<file path="src/hw/rtl/x11sp_pkg.sv">
`timescale 1ns / 1ps
// ----------------------------------------------------------------------------
// x11sp_pkg
// Shared types and codes for the connection-setup request parser.
// ----------------------------------------------------------------------------
package x11sp_pkg;

    localparam int unsigned ByteW  = 8;
    localparam int unsigned ValueW = 16;
    localparam int unsigned KindW  = 3;

    localparam logic [ByteW-1:0] CH_MSB_FIRST = 8'h42; // 'B'
    localparam logic [ByteW-1:0] CH_LSB_FIRST = 8'h6C; // 'l'

    localparam logic [KindW-1:0] KIND_NONE      = 3'd0;
    localparam logic [KindW-1:0] KIND_MAJOR     = 3'd1;
    localparam logic [KindW-1:0] KIND_MINOR     = 3'd2;
    localparam logic [KindW-1:0] KIND_NAME_LEN  = 3'd3;
    localparam logic [KindW-1:0] KIND_DATA_LEN  = 3'd4;
    localparam logic [KindW-1:0] KIND_NAME_BYTE = 3'd5;
    localparam logic [KindW-1:0] KIND_DATA_BYTE = 3'd6;

    typedef struct packed {
        logic [KindW-1:0]  item_kind;
        logic [ValueW-1:0] item_value;
        logic              msb_first;
        logic              order_warning;
        logic              setup_done;
    } result_t;

endpackage

</file>
<file path="src/hw/rtl/x11sp_parse_core.sv">
`timescale 1ns / 1ps
// ----------------------------------------------------------------------------
// x11sp_parse_core
// Phase machine: decodes one registered byte per step into a result.
// ----------------------------------------------------------------------------
module x11sp_parse_core (
    input  logic                   aclk,
    input  logic                   aresetn,
    input  logic                   step,
    input  logic [7:0]             rx_byte,
    output x11sp_pkg::result_t     res
);
    import x11sp_pkg::*;

    typedef enum logic [3:0] {
        PH_ORDER    = 4'd0,
        PH_UNUSED1  = 4'd1,
        PH_MAJ0     = 4'd2,
        PH_MAJ1     = 4'd3,
        PH_MIN0     = 4'd4,
        PH_MIN1     = 4'd5,
        PH_NLEN0    = 4'd6,
        PH_NLEN1    = 4'd7,
        PH_DLEN0    = 4'd8,
        PH_DLEN1    = 4'd9,
        PH_UNUSED2  = 4'd10,
        PH_NAME     = 4'd11,
        PH_NAME_PAD = 4'd12,
        PH_DATA     = 4'd13,
        PH_DATA_PAD = 4'd14
    } phase_t;

    phase_t            phase_reg, phase_next;
    logic              msb_reg, msb_next;
    logic              warn_reg, warn_next;
    logic [ByteW-1:0]  held_reg, held_next;
    logic [ValueW-1:0] count_reg, count_next;
    logic [ValueW-1:0] name_len_reg, name_len_next;
    logic [ValueW-1:0] data_len_reg, data_len_next;

    logic [ValueW-1:0] count_inc;
    logic [ValueW-1:0] sec_len;
    logic [ValueW-1:0] pair_value;
    logic [2:0]        name_pad;
    logic [2:0]        data_pad;
    logic [3:0]        enter_from;
    logic              do_enter;
    phase_t            enter_phase;
    logic              enter_done;

    assign count_inc  = count_reg + 16'd1;
    assign name_pad   = 3'd4 - {1'b0, name_len_reg[1:0]};
    assign data_pad   = 3'd4 - {1'b0, data_len_reg[1:0]};
    assign pair_value = msb_reg ? {held_reg, rx_byte} : {rx_byte, held_reg};

    // after the unused pair the name comes next, otherwise the section after this one
    assign enter_from = (phase_reg == PH_UNUSED2) ? 4'(PH_NAME) : 4'(phase_reg) + 4'd1;

    always_comb begin
        case (phase_reg)
            PH_NAME:     sec_len = name_len_reg;
            PH_NAME_PAD: sec_len = {13'd0, name_pad};
            PH_DATA:     sec_len = data_len_reg;
            PH_DATA_PAD: sec_len = {13'd0, data_pad};
            default:     sec_len = '0;
        endcase
    end

    // first non-empty section at or after enter_from, else back to idle
    always_comb begin
        enter_done  = 1'b0;
        if (enter_from <= 4'(PH_NAME) && name_len_reg != '0) begin
            enter_phase = PH_NAME;
        end else if (enter_from <= 4'(PH_NAME_PAD) && name_len_reg[1:0] != 2'd0) begin
            enter_phase = PH_NAME_PAD;
        end else if (enter_from <= 4'(PH_DATA) && data_len_reg != '0) begin
            enter_phase = PH_DATA;
        end else if (enter_from <= 4'(PH_DATA_PAD) && data_len_reg[1:0] != 2'd0) begin
            enter_phase = PH_DATA_PAD;
        end else begin
            enter_phase = PH_ORDER;
            enter_done  = 1'b1;
        end
    end

    always_comb begin
        phase_next    = phase_reg;
        msb_next      = msb_reg;
        warn_next     = warn_reg;
        held_next     = held_reg;
        count_next    = '0;
        name_len_next = name_len_reg;
        data_len_next = data_len_reg;
        do_enter      = 1'b0;
        res.item_kind  = KIND_NONE;
        res.item_value = '0;

        case (phase_reg)
            PH_UNUSED1: phase_next = PH_MAJ0;
            PH_MAJ0: begin
                held_next  = rx_byte;
                phase_next = PH_MAJ1;
            end
            PH_MAJ1: begin
                res.item_kind  = KIND_MAJOR;
                res.item_value = pair_value;
                phase_next     = PH_MIN0;
            end
            PH_MIN0: begin
                held_next  = rx_byte;
                phase_next = PH_MIN1;
            end
            PH_MIN1: begin
                res.item_kind  = KIND_MINOR;
                res.item_value = pair_value;
                phase_next     = PH_NLEN0;
            end
            PH_NLEN0: begin
                held_next  = rx_byte;
                phase_next = PH_NLEN1;
            end
            PH_NLEN1: begin
                res.item_kind  = KIND_NAME_LEN;
                res.item_value = pair_value;
                name_len_next  = pair_value;
                phase_next     = PH_DLEN0;
            end
            PH_DLEN0: begin
                held_next  = rx_byte;
                phase_next = PH_DLEN1;
            end
            PH_DLEN1: begin
                res.item_kind  = KIND_DATA_LEN;
                res.item_value = pair_value;
                data_len_next  = pair_value;
                phase_next     = PH_UNUSED2;
            end
            PH_UNUSED2: begin
                count_next = count_inc;
                do_enter   = (count_inc >= 16'd2);
            end
            PH_NAME, PH_NAME_PAD, PH_DATA, PH_DATA_PAD: begin
                if (phase_reg == PH_NAME) begin
                    res.item_kind  = KIND_NAME_BYTE;
                    res.item_value = {8'd0, rx_byte};
                end else if (phase_reg == PH_DATA) begin
                    res.item_kind  = KIND_DATA_BYTE;
                    res.item_value = {8'd0, rx_byte};
                end
                count_next = count_inc;
                do_enter   = (count_inc >= sec_len);
            end
            default: begin
                // byte-order byte; the unreachable code 15 lands here too
                msb_next   = (rx_byte == CH_MSB_FIRST);
                warn_next  = (rx_byte != CH_MSB_FIRST) && (rx_byte != CH_LSB_FIRST);
                phase_next = PH_UNUSED1;
            end
        endcase

        if (do_enter) begin
            phase_next = enter_phase;
            count_next = '0;
        end

        res.msb_first     = msb_next;
        res.order_warning = warn_next;
        res.setup_done    = do_enter && enter_done;
    end

    always_ff @(posedge aclk) begin
        if (!aresetn) begin
            phase_reg    <= PH_ORDER;
            msb_reg      <= 1'b0;
            warn_reg     <= 1'b0;
            held_reg     <= '0;
            count_reg    <= '0;
            name_len_reg <= '0;
            data_len_reg <= '0;
        end else if (step) begin
            phase_reg    <= phase_next;
            msb_reg      <= msb_next;
            warn_reg     <= warn_next;
            held_reg     <= held_next;
            count_reg    <= count_next;
            name_len_reg <= name_len_next;
            data_len_reg <= data_len_next;
        end
    end

    a_done_to_idle: assert property (@(posedge aclk) disable iff (!aresetn)
        step && res.setup_done |=> phase_reg == PH_ORDER)
        else $error("setup_done without return to byte-order phase");

    a_order_then_unused: assert property (@(posedge aclk) disable iff (!aresetn)
        step && phase_reg == PH_ORDER |=> phase_reg == PH_UNUSED1)
        else $error("byte-order byte not followed by unused byte phase");

    a_string_byte_narrow: assert property (@(posedge aclk) disable iff (!aresetn)
        step && (res.item_kind == KIND_NAME_BYTE || res.item_kind == KIND_DATA_BYTE)
        |-> res.item_value[15:8] == 8'd0)
        else $error("string byte result wider than a byte");

    a_none_is_zero: assert property (@(posedge aclk) disable iff (!aresetn)
        step && res.item_kind == KIND_NONE |-> res.item_value == '0)
        else $error("consumed-only result carries a value");

endmodule

</file>
<file path="src/hw/rtl/x11sp_out_stage.sv">
`timescale 1ns / 1ps
// ----------------------------------------------------------------------------
// x11sp_out_stage
// Result register with valid; frees itself in the cycle its beat is taken.
// ----------------------------------------------------------------------------
module x11sp_out_stage (
    input  logic                   aclk,
    input  logic                   aresetn,
    input  logic                   load,
    input  x11sp_pkg::result_t     load_data,
    input  logic                   m_ready,
    output logic                   can_load,
    output logic                   m_valid,
    output x11sp_pkg::result_t     m_data
);
    import x11sp_pkg::*;

    logic    valid_reg;
    result_t data_reg;

    assign can_load = !valid_reg || m_ready;
    assign m_valid  = valid_reg;
    assign m_data   = data_reg;

    always_ff @(posedge aclk) begin
        if (!aresetn) begin
            valid_reg <= 1'b0;
        end else if (can_load) begin
            valid_reg <= load;
        end
    end

    always_ff @(posedge aclk) begin
        if (load && can_load) begin
            data_reg <= load_data;
        end
    end

endmodule

</file>
<file path="src/hw/rtl/x11_setup_request_parser.sv">
`timescale 1ns / 1ps
// An accepted byte waits in the input register, is decoded when the result
// register is free, and is shown from there. Throughput: one byte per cycle
// unless m_ready stalls; the phase machine updates once per byte.
// Reset (aresetn low, synchronous) empties both stages and returns the parser to
// waiting for a byte-order byte with all lengths and flags cleared.
// ----------------------------------------------------------------------------
// x11_setup_request_parser
// Byte-serial parser for the client connection-setup request.
// ----------------------------------------------------------------------------
module x11_setup_request_parser (
    input  logic        aclk,
    input  logic        aresetn,
    input  logic        s_valid,
    output logic        s_ready,
    input  logic [7:0]  s_rx_byte,
    output logic        m_valid,
    input  logic        m_ready,
    output logic [2:0]  m_item_kind,
    output logic [15:0] m_item_value,
    output logic        m_msb_first,
    output logic        m_order_warning,
    output logic        m_setup_done
);
    import x11sp_pkg::*;

    logic             in_valid_reg;
    logic [ByteW-1:0] in_byte_reg;
    logic             out_can_load;
    logic             advance;
    result_t          core_res;
    result_t          out_data;

    // a beat moves from the input register into the result register
    assign advance = in_valid_reg && out_can_load;
    assign s_ready = !in_valid_reg || advance;

    always_ff @(posedge aclk) begin
        if (!aresetn) begin
            in_valid_reg <= 1'b0;
        end else if (s_ready) begin
            in_valid_reg <= s_valid;
        end
    end

    always_ff @(posedge aclk) begin
        if (s_valid && s_ready) begin
            in_byte_reg <= s_rx_byte;
        end
    end

    x11sp_parse_core u_core (
        .aclk    (aclk),
        .aresetn (aresetn),
        .step    (advance),
        .rx_byte (in_byte_reg),
        .res     (core_res)
    );

    x11sp_out_stage u_out (
        .aclk      (aclk),
        .aresetn   (aresetn),
        .load      (advance),
        .load_data (core_res),
        .m_ready   (m_ready),
        .can_load  (out_can_load),
        .m_valid   (m_valid),
        .m_data    (out_data)
    );

    assign m_item_kind     = out_data.item_kind;
    assign m_item_value    = out_data.item_value;
    assign m_msb_first     = out_data.msb_first;
    assign m_order_warning = out_data.order_warning;
    assign m_setup_done    = out_data.setup_done;

endmodule

</file>
<file path="config.mk">
export PLATFORM = sky130hd
export DESIGN_NAME = x11_setup_request_parser
export DESIGN_NICKNAME = d
export VERILOG_FILES = /design/src/hw/rtl/x11sp_pkg.sv /design/src/hw/rtl/x11sp_parse_core.sv /design/src/hw/rtl/x11sp_out_stage.sv /design/src/hw/rtl/x11_setup_request_parser.sv
export SDC_FILE = /design/constraint.sdc
export NUM_CORES = 1
export LEC_CHECK = 0
export BUFFER_PORTS_ARGS = -buffer_cell sky130_fd_sc_hd__buf_2
export CAP_MARGIN = 15
export CORE_UTILIZATION = 25
export CTS_CLUSTER_DIAMETER = 200
export DETAILED_ROUTE_END_ITERATION = 12
export PLACE_DENSITY = 0.41
export REMOVE_ABC_BUFFERS = 1
export SYNTH_ARGS = -nofsm -noshare
export SYNTH_HDL_FRONTEND = slang
export SYNTH_SLANG_ARGS = --single-unit
</file>
<file path="constraint.sdc">
create_clock -name aclk -period 3.7 [get_ports aclk]
set_input_delay 0.925 -clock aclk [delete_from_list [all_inputs] [get_ports aclk]]
set_output_delay 0.925 -clock aclk [all_outputs]
set_load 0.02 [all_outputs]
</file>
# Word-level counts from Yosys, hierarchy flattened
# Index checks and enable logic that the tools add are counted.
totals:
  register_bits: 94
  out_inout_bits: 24
op_classes:
  n_addsub: 4
  magnitude_cmp: 6
  n_eq_ne: 18
  muxes: 21
  n_reduce_logical: 25
op_table:
  columns: ["operator", "count"]
  rows:
  - ["one-hot mux 19 bit (5 select lines)", 1]
  - ["one-hot mux 16 bit (4 select lines)", 1]
  - ["two-way mux 16 bit", 3]
  - ["one-hot mux 4 bit (10 select lines)", 1]
  - ["two-way mux 19 bit", 2]
  - ["nonzero test 16 bit", 2]
  - ["equality test 4 bit, second input constant", 7]
  - ["two-way mux 4 bit", 6]
  - ["adder 16 x 1 -> 16 bit, second input constant", 1]
  - ["equality test 4 x 3 -> 1 bit, second input constant", 4]
  - [">= comparator 16 bit", 1]
  - [">= comparator 16 x 2 -> 1 bit, second input constant", 1]
  - ["<= comparator 4 bit, second input constant", 4]
  - ["!= test 8 x 7 -> 1 bit, second input constant", 2]
  - ["OR reduction 14 bit", 1]
  - ["logical AND 1 bit", 9]
  - ["equality test 4 x 2 -> 1 bit, second input constant", 2]
  - ["equality test 8 x 7 -> 1 bit, second input constant", 1]
  - ["AND reduction 2 bit", 4]
  - ["OR reduction 4 bit", 2]
  - ["two-way mux 1 bit", 6]
  - ["subtractor 3 x 2 -> 3 bit, first input constant", 2]
  - ["OR reduction 5 bit", 1]
  - ["adder 4 x 1 -> 4 bit, second input constant", 1]
  - ["other kinds (6)", 9]

# Logic depth before layout (Yosys ltp)
logic_depth:
  depth_word: 9
  mapped_depth: 16

# By module
# From an unflattened synthesis, not the netlist that was laid out.
unflattened:
  cells_unflattened: 583
  area_unflattened_um2: 5541.6
modules_own_cells:
  columns: ["module", "instances", "cells_per_inst", "area_each_um2", "seq_area_each_um2"]
  rows:
  - ["x11sp_parse_core", 1, 542, 4518.1, 1241.2]
  - ["x11sp_out_stage", 1, 27, 718.2, 680.7]
  - ["x11_setup_request_parser", 1, 14, 305.3, 260.2]

# Least setup slack after synthesis
# No wires, ideal clock.
synth_timing:
  path_kind: "register to register"
  start: "reg u_core.phase_reg[3]"
  end: "reg u_core.count_reg[9]"
  arrival_ns: 3.880
  slack_ns: -0.239
  path_stages_with_launch: 15
  n_path_buf: 3
  synth_period_minus_slack_ns: 3.939
  path_cell_list: "dfxtp_1 > clkbuf_1 > nor2b_1 > and2_1 > clkbuf_1 > clkbuf_1 > a22oi_1 > ha_1 > a21o_1 > a221o_1 > a2111oi_0 > o41a_1 > o2111ai_1 > nor2_2 > a22o_1"
synth_via:
  elab_chain_len: 5
  elab_cells_between_ends: 12
synth_lines:
  columns: ["element", "line_no", "source"]
  rows:
  - ["from (decl)", "x11sp_parse_core.sv:33", "phase_t phase_reg, phase_next;"]
  - ["from (signal assigned)", "x11sp_parse_core.sv:181", "phase_reg <= phase_next;"]
  - ["equality test 4 bit", "x11sp_parse_core.sv:60, x11sp_parse_core.sv:98", null]
  - ["one-hot mux 16 bit (4 select lines)", "x11sp_parse_core.sv:60", "case (phase_reg)"]
  - [">= comparator 16 bit", "x11sp_parse_core.sv:151", "do_enter = (count_inc >= sec_len);"]
  - ["one-hot mux 1 bit (2 select lines)", "x11sp_parse_core.sv:98", "case (phase_reg)"]
  - ["two-way mux 16 bit *", "x11sp_parse_core.sv:161", "if (do_enter) begin"]
  - ["to (signal assigned)", "x11sp_parse_core.sv:185", "count_reg <= count_next;"]
  - ["to (decl)", "x11sp_parse_core.sv:37", "logic [ValueW-1:0] count_reg, count_next;"]
# Mark *: on every way between the ends. The rest lies on a longest branch, timed or not.
# A chain may end at the register's enable or synchronous reset.

# Worst setup path in the final report
layout_timing:
  start: "reg u_core.count_reg[0]"
  end: "reg u_core.phase_reg[1]"
layout_via:
  elab_chain_len: 5
  elab_cells_between_ends: 7
layout_lines:
  columns: ["element", "line_no", "source"]
  rows:
  - ["adder 16 x 1 -> 16 bit *", "x11sp_parse_core.sv:51", "assign count_inc = count_reg + 16'd1;"]
  - [">= comparator 16 bit or >= comparator 16 x 2 -> 1 bit (tied branches)", "x11sp_parse_core.sv:151, x11sp_parse_core.sv:140", null]
  - ["one-hot mux 1 bit (2 select lines) *", "x11sp_parse_core.sv:98", null]
  - ["!= test 2 x 1 -> 1 bit (no line)", null, null]
  - ["AND reduction 2 bit (no line)", null, null]
# Marks and branches as above.

==> results.py <==
metrics = {
    "sta": {
        "rsz0062_at_grt": "yes",
        "worst_slew_pin_slew_ns": 0.849,
        "setup_violations": 0,
        "tns_ns": 0,
        "slew_headroom_pct": 43.0,
        "drv_slew": 0,
        "period_share_pct": 95.6,
        "fin_skew_ns": 0.00803,
        "hold_viol": 0,
        "max_freq_mhz": 283,
        "fin_crit_ns": 3.54,
    },
    "floorplanning": {
        "io_pins": 36,
        "fp-row-count": 52,
        "core_area_mm2": 0.0203,
        "start_util_pct": 25.6,
        "dieArea_mm2": 0.0213,
        "dieHeight_um": 146,
        "die_w_um": 146,
    },
    "status": {
        "status": "completed",
    },
    "cts": {
        "cts_tree": "built",
        "cts.htree.levels": 3,
        "cts_sinks": 94,
        "clockBufferDepth": 2,
        "cts_hold_buf": 0,
        "clock_insertion_delay_worst_skew_ns": 0.35,
        "cts_made_buffers": 9,
        "cts_root_buf": "clkbuf_16",
        "path_clk_slew_ns": 0.07,
    },
    "synth": {
        "yosysSeqAreaShare_pct": 42.0,
        "synth_warnings": 0,
        "synthFlopType": "dfxtp_1",
        "ys_types": 72,
        "syn_area_per_cell_um2": 9.51,
        "synthTopCellsByArea": "dfxtp_1 (25%), edfxtp_1 (17%), ha_1 (5.8%)",
        "async_reset_ff_share_pct": 0,
        "syn_area_mm2": 0.00519,
        "synth_cells": 546,
        "synth_top_area_cell": "dfxtp_1",
        "synth_edf_count": 30,
        "synth.ff_latch_count": 94,
        "netlist.area_leader.share_pct": 24.7,
    },
    "grt": {
        "grt-ovfl-total": 0,
        "grt_pass1_wl_mm": 23.3,
        "grt_max_degree": 45,
        "antenna_found_initial": 0,
        "grt_usage_pct": 13.9,
        "grt_pass1_vias": 4328,
    },
    "placement": {
        "gp_congestion": 0.912,
        "port_buffers": 35,
        "placed_cell_area_mm2": 0.00597,
        "dp_hpwl_mm": 10.9,
        "dpl.cell_count": 868,
    },
    "power_and_ir_drop": {
        "peakVddDrop_mv": 0.236,
        "power_mw": 2.18,
        "leakagePower_nw": 2.51,
        "pwr_density_cell_mw_per_mm2": 336,
    },
    "cells_and_area": {
        "finalNonFillerCells": 890,
        "layout_commonest_cell": "nor2_1",
        "area_growth_pct": 25.4,
        "antenna_cells": 0,
        "fin_nets": 651,
        "final_layout_size_suffix_gt1_share_pct": 24.8,
        "largest_register_ffs": 22,
        "postLayoutCoreUtil_pct": 32.1,
        "layout_common_cells": "nor2_1 (76), buf_4 (58), dfxtp_1 (54), a211oi_1 (36), buf_2 (35)",
        "design_area_mm2": 0.00651,
    },
    "drt": {
        "drt_pre_antenna_iters": 4,
        "routedWlPerCell_um": 16.3,
        "route.vias.total": 4413,
        "drc": 0,
        "ant_nets": 0,
        "avgViaCountPerCell": 4.96,
        "drtIter0Drc": 201,
        "wl_mm": 14.5,
    },
    "run": {
        "drv_cap": 0,
    },
    "critical_path": {
        "cp.required_ns": 3.93,
        "crit_arrival_ns": 3.76,
        "criticalPathCategory": "reg2reg",
        "crit_chain": "buf_6, nand4_1, nor2_1, nand4_1, xnor2_2, ha_1, and2_4, a221o_1, a2111oi_4, buf_4, o41ai_4, buf_4, a2111oi_4, or3_4, o22ai_1",
        "end_kind": "flip-flop",
        "critPathMaxFanout": 6,
        "critical_path.top_delay_family": "compound AO/OA/AOI/OAI gates",
        "start_kind": "flip-flop",
        "cp_slowest_stage_delay_ns": 0.38,
        "path_buf_inv": 3,
        "cpMaxStageDelayCell": "a2111oi_4",
    },
    "hold_path": {
        "min_path_type": "reg2reg",
    },
}
stage by stage:
stage,hold slack [ns],worst slack [ns]
finish,0.459,0.162
global route,0.504,-0.0615
CTS,0.462,-0.0208
detailed placement,0.451,-0.0772
global placement,0.450,-0.0181
floorplan,0.437,-0.0747
layout make-up:
type | count | area, µm²
clock buffers | 9 | 225
clock inverters | 7 | 63.8
fillers | 2122 | 13800
inverters | 11 | 41.3
multi-input cells | 403 | 2980
flip-flops and latches | 94 | 2190
well taps | 270 | 338
repair buffers | 96 | 667
synth_stat cells (3+ instances only):
cell type and count:
a211oi_1 36, a21oi_1 14, a22o_1 18, a22oi_1 13, a31oi_1 3, and3_1 4
and3b_1 3, and4_1 3, buf_2 6, clkbuf_1 28, dfxtp_1 64, edfxtp_1 30
ha_1 24, inv_1 10, mux2i_1 27, nand2_1 28, nand2b_1 4, nand3_1 7
nand4_1 10, nor2_1 79, nor2b_1 7, nor3_1 11, nor3b_1 3, nor4_1 13
o211ai_1 6, o21a_1 10, o21ai_0 7, o21ai_1 4, o311ai_0 3, o31ai_1 4
o32ai_1 3, xnor2_1 9, xor2_1 7
worst reg2reg max path, delay by kind of cell (launching register included):
kind / cells / cell delay, ns
AOI/OAI and AO/OA: 5 / 1.26
and+or+nand+nor: 5 / 0.87
buffers and inverters: 3 / 0.46
DFF: 1 / 0.35
adders and majority gates: 1 / 0.30
xor gates and xnor gates: 1 / 0.21
worst paths after layout:
path | startpoint | endpoint | slack, ns | cells after the start
max | u_core.count_reg[0] | u_core.phase_reg[1] | 0.16 | 15
min | u_core.warn_reg | u_core.warn_reg | 0.46 | 2
max reg2reg | u_core.count_reg[0] | u_core.phase_reg[1] | 0.16 | 15
min reg2reg | u_core.warn_reg | u_core.warn_reg | 0.46 | 2
cells by family (layout without fill, tap and decap cells):
group           after synthesis  in the layout  synth area share [%]
fa+ha+maj                    24             24                  5.78
mux                          27             27                  5.20
compound gates              147            147                  21.5
xor+xnor                     16             16                  2.70
simple gates                189            189                  18.8
flops                        94             94                  42.0
buf+inv                      49            123                  4.00
metal layers:
layer | share of wire, % | global-route usage [%] | vias to the layer above
li1 | - | - | 2205
met1 | 48 | 18.6 | 2113
met2 | 47 | 22.8 | 84
met3 | 3.1 | 2.75 | 11
met4 | 1.4 | 3.59 | 0
met5 | 0 | 0 | -
report_power, final:
part	internal, mW	switching, mW
Clock	0.473	0.448
Sequential	1.09	0.0205
Combinational	0.0559	0.101
Total	1.62	0.569
repair_timing:
action	CTS	global route
gates resized for setup	3	40
setup endpoints to repair	16	19
pin swaps	1	15
setup buffers	0	5
No activity file was read; power rests on OpenSTA's default activity.
